`config.mk`:
```
export PLATFORM = sky130hd
export DESIGN_NAME = ffrm_ctrl
export DESIGN_NICKNAME = d
export VERILOG_FILES = /design/src/design/ffrm_pkg.sv /design/src/design/ffrm_ctrl.sv
export SDC_FILE = /design/constraint.sdc
export NUM_CORES = 1
export LEC_CHECK = 0
export BUFFER_PORTS_ARGS = -buffer_cell sky130_fd_sc_hd__buf_4
export CORE_AREA = 2 2 39 41
export CTS_CLUSTER_DIAMETER = 60
export DETAILED_ROUTE_END_ITERATION = 16
export DIE_AREA = 0 0 41 43
export GPL_TIMING_DRIVEN = 0
export PLACE_DENSITY = 0.54
export RECOVER_POWER = 100
export SLEW_MARGIN = 20
export SYNTH_ARGS = -nofsm -noshare
export SYNTH_HDL_FRONTEND = slang
export SYNTH_SLANG_ARGS = --single-unit
```
`constraint.sdc`:
```
create_clock -name clk_i -period 3.9 [get_ports clk_i]
set_input_delay 0.585 -clock clk_i [delete_from_list [all_inputs] [get_ports clk_i]]
set_output_delay 0.585 -clock clk_i [all_outputs]
set_load 0.05 [all_outputs]
```
`src/design/ffrm_pkg.sv`:
```
package ffrm_pkg;

  localparam int MaxFaces = 256;
  localparam int ValW     = 16;
  localparam int DistW    = 18;
  localparam int SpanW    = 2 * ValW;
  localparam int FaceW    = 3 * SpanW;

  // Axis codes
  localparam logic [1:0] AXIS_WIDTH  = 2'd0;
  localparam logic [1:0] AXIS_SLOPE  = 2'd1;
  localparam logic [1:0] AXIS_WEIGHT = 2'd2;

  // Configuration register indexes
  localparam logic [2:0] REG_REQ_WIDTH   = 3'd0;
  localparam logic [2:0] REG_REQ_SLOPE   = 3'd1;
  localparam logic [2:0] REG_REQ_WEIGHT  = 3'd2;
  localparam logic [2:0] REG_NORMAL_STR  = 3'd3;
  localparam logic [2:0] REG_ITALIC_THR  = 3'd4;
  localparam logic [2:0] REG_WSEARCH_LO  = 3'd5;
  localparam logic [2:0] REG_WSEARCH_HI  = 3'd6;

  typedef logic signed [ValW-1:0]  val_t;
  typedef logic signed [DistW-1:0] wide_t;

  typedef struct packed {
    wide_t d;
    val_t  v;
  } dist_t;

  typedef struct packed {
    logic       store;
    logic       start;
    logic       elim;
    logic [1:0] axis;
    logic       emit;
  } cmd_t;

  typedef struct packed {
    logic done;
    logic have;
    logic out_free;
  } status_t;

  function automatic wide_t wmax(wide_t a, wide_t b);
    return (a > b) ? a : b;
  endfunction

  function automatic wide_t wmin(wide_t a, wide_t b);
    return (a < b) ? a : b;
  endfunction

  function automatic dist_t mk(wide_t d, val_t v);
    dist_t x;
    x.d = d;
    x.v = v;
    return x;
  endfunction

  function automatic dist_t dist_width(val_t lo_in, val_t hi_in, val_t r_in, val_t ns_in,
                                       val_t blo_in, val_t bhi_in);
    wide_t lo, hi, r, ns, blo, bhi;
    dist_t x;
    lo = wide_t'(lo_in); hi = wide_t'(hi_in); r = wide_t'(r_in);
    ns = wide_t'(ns_in); blo = wide_t'(blo_in); bhi = wide_t'(bhi_in);
    if (lo <= r && r <= hi) x = mk('0, r_in);
    else if (r > ns) begin
      if (lo > r) x = mk(lo - r, lo_in);
      else x = mk(wmax(r, bhi) - hi, hi_in);
    end else begin
      if (hi < r) x = mk(r - hi, hi_in);
      else x = mk(lo - wmin(r, blo), lo_in);
    end
    return x;
  endfunction

  function automatic dist_t dist_slope(val_t lo_in, val_t hi_in, val_t r_in,
                                       logic [ValW-2:0] it_in, val_t blo_in, val_t bhi_in);
    wide_t lo, hi, r, it, blo, bhi;
    dist_t x;
    lo = wide_t'(lo_in); hi = wide_t'(hi_in); r = wide_t'(r_in);
    it = wide_t'({1'b0, it_in}); blo = wide_t'(blo_in); bhi = wide_t'(bhi_in);
    if (lo <= r && r <= hi) x = mk('0, r_in);
    else if (r >= it) begin
      if (lo > r) x = mk(lo - r, lo_in);
      else x = mk(wmax(r, bhi) - hi, hi_in);
    end else if (r >= 0) begin
      if (hi >= 0 && hi < r) x = mk(r - hi, hi_in);
      else if (lo > r) x = mk(lo, lo_in);
      else x = mk(wmax(r, bhi) - hi, hi_in);
    end else if (r > -it) begin
      if (lo > r && lo <= 0) x = mk(lo - r, lo_in);
      else if (hi < r) x = mk(-hi, hi_in);
      else x = mk(lo - wmin(r, blo), lo_in);
    end else begin
      if (hi < r) x = mk(r - hi, hi_in);
      else x = mk(lo - wmin(r, blo), lo_in);
    end
    return x;
  endfunction

  function automatic dist_t dist_weight(val_t lo_in, val_t hi_in, val_t r_in, val_t sl_in,
                                        val_t sh_in, val_t blo_in, val_t bhi_in);
    wide_t lo, hi, r, sl, sh, blo, bhi;
    dist_t x;
    lo = wide_t'(lo_in); hi = wide_t'(hi_in); r = wide_t'(r_in);
    sl = wide_t'(sl_in); sh = wide_t'(sh_in); blo = wide_t'(blo_in); bhi = wide_t'(bhi_in);
    if (lo <= r && r <= hi) x = mk('0, r_in);
    else if (r >= sl && r <= sh) begin
      if (lo > r && lo <= sh) x = mk(lo - r, lo_in);
      else if (hi < r) x = mk(sh - hi, hi_in);
      else x = mk(lo - wmin(r, blo), lo_in);
    end else if (r < sl) begin
      if (hi < r) x = mk(r - hi, hi_in);
      else x = mk(lo - wmin(r, blo), lo_in);
    end else begin
      if (lo > r) x = mk(lo - r, lo_in);
      else x = mk(wmax(r, bhi) - hi, hi_in);
    end
    return x;
  endfunction

endpackage

```
`src/design/ffrm_ctrl.sv`:
```
module ffrm_ctrl (
  input  logic              clk_i,
  input  logic              rst_ni,
  input  logic              in_valid_i,
  input  logic              last_i,
  output logic              in_stall_o,
  input  ffrm_pkg::status_t status_i,
  output ffrm_pkg::cmd_t    cmd_o
);

  localparam logic [1:0] ST_IDLE  = 2'd0;
  localparam logic [1:0] ST_START = 2'd1;
  localparam logic [1:0] ST_RUN   = 2'd2;
  localparam logic [1:0] ST_EMIT  = 2'd3;

  logic [1:0] state_q, state_d;
  logic [1:0] axis_q, axis_d;
  logic       elim_q, elim_d;

  assign in_stall_o = (state_q != ST_IDLE);

  // Sequence the passes: find then drop, per axis
  always_comb begin
    state_d = state_q;
    axis_d  = axis_q;
    elim_d  = elim_q;
    cmd_o   = '0;
    cmd_o.axis = axis_q;
    cmd_o.elim = elim_q;
    case (state_q)
      ST_IDLE: begin
        cmd_o.store = in_valid_i;
        if (in_valid_i && last_i) begin
          state_d = ST_START;
          axis_d  = ffrm_pkg::AXIS_WIDTH;
          elim_d  = 1'b0;
        end
      end
      ST_START: begin
        cmd_o.start = 1'b1;
        state_d = ST_RUN;
      end
      ST_RUN: begin
        if (status_i.done) begin
          if (!elim_q && status_i.have) begin
            elim_d  = 1'b1;
            state_d = ST_START;
          end else if (axis_q == ffrm_pkg::AXIS_WEIGHT) begin
            state_d = ST_EMIT;
          end else begin
            axis_d  = axis_q + 2'd1;
            elim_d  = 1'b0;
            state_d = ST_START;
          end
        end
      end
      ST_EMIT: begin
        if (status_i.out_free) begin
          cmd_o.emit = 1'b1;
          state_d = ST_IDLE;
        end
      end
      default: state_d = ST_IDLE;
    endcase
  end

  always_ff @(posedge clk_i or negedge rst_ni) begin
    if (!rst_ni) begin
      state_q <= ST_IDLE;
      axis_q  <= ffrm_pkg::AXIS_WIDTH;
      elim_q  <= 1'b0;
    end else begin
      state_q <= state_d;
      axis_q  <= axis_d;
      elim_q  <= elim_d;
    end
  end

endmodule

```
After elaboration in Yosys (flattened, before gate mapping). Cells that the tools add are included.

Add/sub/neg operators: 1. Eq/ne operators: 10. Muxes and demuxes: 20. Reduce and logical (&&, ||, !) cells: 9.

Operators with widths (count): 2-bit 2-to-1 mux (9); 2-bit inequality test, second input constant (5); 1-bit 2-to-1 mux (8); 2-bit case mux with 4 select lines (1); 2-bit equality test, second input constant (3); 5-bit AND reduction (1); 2-bit case mux with 2 select lines (1); 4-bit AND reduction (1); 2-bit nonzero test (2); 3-bit inequality test, second input constant (1); 3-bit AND reduction (1); 2-bit by 1-bit adder with 2-bit output, second input constant (1); 2-bit by 1-bit equality test with 1-bit output, second input constant (1); 1-bit logical AND (2); 2-bit logical NOT (1); 1-bit case mux with 2 select lines (1); 1-bit logical NOT (1).

Register bits: 5. Input port bits: 7. Word-level logic and storage cells: 43.

Logic depth before layout (Yosys ltp).
Word-level depth: 5. Mapped depth: 6. Gate-level depth less buffers: 6.

Worst setup path after synthesis. Ideal clock, no wire load.

Path kind: flip-flop to output port. Start: register state_q[1]. End: output port cmd_o[5] in the netlist's numbering. Arrival time: 1472 ps. Setup slack: 1843 ps. Cell stages (with the launch flop): 4. Path through: dfrtp_1 -> buf_6 -> or2_4 -> nor2_1.

RTL lines: start, declared (RTL line ffrm_ctrl.sv:16) `logic [1:0] state_q, state_d;`; start signal, assigned (RTL line ffrm_ctrl.sv:73) `state_q <= state_d;`; end, declared (RTL line ffrm_ctrl.sv:8) `output ffrm_pkg::cmd_t cmd_o`.

==> results_dict.tcl <==
set metrics [dict create \
    cp_top_family "buffers and inverters" \
    p_per_area_mw_per_mm2 860 \
    crit_arrival_ns 1.56 \
    syn_avg_cell_area_um2 8.50 \
    synth_nets 47 \
    dr.pass1.iters 4 \
    gp_congestion 0.639 \
    synth_top_area_share 0.377 \
    netlist_instances 39 \
    floorplan.core_area_mm2 0.00138 \
    crit_buf_inv 2 \
    synthTopCellsByArea "dfrtp_1 38%, nand2_1 6.8%, nand3_1 6.0%" \
    initial_core_util 0.240 \
    crit_cells 4 \
    drv_cap 0 \
    post-route-drc-count 0 \
    antenna_found_initial 0 \
    yosys_warnings 0 \
    cts_buffer_depth 2 \
    dieArea_mm2 0.00176 \
    yosys.area.top_type "dfrtp_1" \
    p_leak_nw 0.205 \
    clock-sinks 5 \
    n_antenna_cell 0 \
    io_buffers 13 \
    period_share 0.550 \
    cp_slowest_cell "clkbuf_1" \
    cts_tree "yes" \
    period_needed_ns 2.15 \
    tightest_slew_ns 0.601 \
    r2r_cells 4 \
    avgViaCountPerCell 4.65 \
    fin_tns_setup_ns 0 \
    cpPeakStageDelay_ns 0.48 \
    start_kind "register" \
    p_total_mw 0.383 \
    vias 335 \
    post_dp_cell_area_um2 449 \
    drt_wl_total_um 739 \
    ys_ff_latch 5 \
    wire_per_inst_um 10.3 \
    std_cell_rows 14 \
    layout-drive-gt1-share 0.214 \
    cp_max_fo 10 \
    vdd_drop_max_v 0.000201 \
    die_w_um 41 \
    clockRootBuffer "clkbuf_4" \
    finalNetCount 65 \
    die_y_um 43 \
    syn_area_um2 332 \
    overflow 0 \
    grt_pass1_wl_um 1290 \
    path_class "register to output pin" \
    critPathRequiredTime_ns 3.31 \
    cts_hold_buf 0 \
    drt_iter0_markers 8 \
    grt_max_degree 11 \
    rsz0062_at_grt "false" \
    slew_violations 0 \
    setup_viol 0 \
    slew_headroom 0.601 \
    design_area_um2 445 \
    fill_cells 158 \
    dp_hpwl_um 574 \
    hold_violations 0 \
    hp-class "primary input to asynchronous set/reset pin" \
    path_cells "buf_6 > or2_4 > nor2_1 > clkbuf_1" \
    cts_resized 0 \
    first_global_vias 314 \
    synth-seq-area-share 0.377 \
    clk_latency_ns 0.25 \
    status "completed" \
    fin_util 0.322 \
    finClkSkew_ns 0.00850 \
    fmax_mhz 466 \
    clk_pin_slew_ns 0.05 \
    ios 14 \
    numCtsBuffers 3 \
    grt.total_usage 0.114 \
    ctsHtreeMaxLevel 1 \
    synth.distinct_cells 20 \
    final_antenna_net_count 0 \
    worst_setup_path_end_kind "output pin" \
    syn_to_final_growth_pct 34.3 \
    post_cts_buffers 0 \
]
power by group:
group          switching [mW]  internal (mW)
Combinational           0.157         0.0700
Sequential             0.0215         0.0722
Clock                  0.0230         0.0388
synth_stat cells:
master / number
ha_1: 1
or2_4: 1
nand2b_1: 1
buf_4: 1
nand2_1: 6
o31ai_1: 1
or3_1: 1
inv_1: 4
nand3_1: 4
and3_1: 1
dfrtp_1: 5
a21boi_0: 1
and2b_1: 1
o21ai_0: 4
nor2_1: 1
o311ai_0: 1
buf_6: 1
or2b_1: 1
o22a_4: 1
a21oi_1: 2
flip-flops by register name, summed over array words and instances (netlist names):
| name | cells |
|---|---|
| axis_q | 2 |
| state_q | 2 |
| elim_q | 1 |
cell families after synthesis:
group / share of synthesized area
AND/OR/NAND/NOR: 0.268
AO/OA/AOI/OAI: 0.215
buffers and inverters: 0.102
flip-flops: 0.377
adder cells (fa/ha/maj): 0.0377
final cells by class:
type | instances | area [um2] | area share
Tap cell | 16 | 20.0 | 0.0449
Timing Repair Buffer | 13 | 67.6 | 0.152
Buffer | 2 | 18.8 | 0.0421
Multi-Input combinational cell | 28 | 173 | 0.388
Clock buffer | 4 | 26.3 | 0.0590
Sequential cell | 5 | 125 | 0.281
Inverter | 4 | 15.0 | 0.0337
metal layers:
| metal | track usage | routed length, um | vias up | share of wire |
|---|---|---|---|---|
| li1 | - | - | 168 | - |
| met1 | 0.137 | 308 | 150 | 0.42 |
| met2 | 0.147 | 333 | 15 | 0.45 |
| met3 | 0.0785 | 92 | 2 | 0.12 |
| met4 | 0.0600 | 4 | 0 | 0.0054 |
| met5 | 0 | 0 | - | 0 |
worst register-to-register path, stage by stage (launching register included):
cell and delay (ns):
dfrtp_1 0.43, or2b_1 0.30, o22a_4 0.25, or3_1 0.34, nand3_1 0.08
through the flow:
step | std cells | hold WS, ns | worst slack [ns]
floorplan | 39 | 0.289 | 1.84
global placement | 68 | 0.394 | 2.27
detailed placement | 68 | 0.393 | 2.27
CTS | 72 | 0.120 | 2.00
global route | 72 | 0.196 | 1.67
finish | 72 | 0.185 | 1.75
layout by cell type (no fill, tap or decap), types with 2 or more instances in the layout:
cell type	count
clkbuf_1	9
nand2_1	6
buf_4	6
dfrtp_1	5
inv_1	4
nand3_1	4
o21ai_0	4
clkbuf_4	3
a21oi_1	2
worst paths after layout:
| path | slack [ns] | startpoint | endpoint |
|---|---|---|---|
| max | 1.75 | state_q[1]$_DFFE_PN0P_ | cmd_o[5] |
| min in group clk_i | 0.55 | axis_q[1]$_DFFE_PN0P_ | axis_q[1]$_DFFE_PN0P_ |
| min reg2reg | 0.55 | axis_q[1]$_DFFE_PN0P_ | axis_q[1]$_DFFE_PN0P_ |
| max in group asynchronous | 3.48 | rst_ni | state_q[0]$_DFFE_PN0P_ |
| max reg2reg | 2.43 | state_q[0]$_DFFE_PN0P_ | elim_q$_DFFE_PN0P_ |
| min | 0.19 | rst_ni | axis_q[0]$_DFFE_PN0P_ |
(Power assumes the default switching activity.)
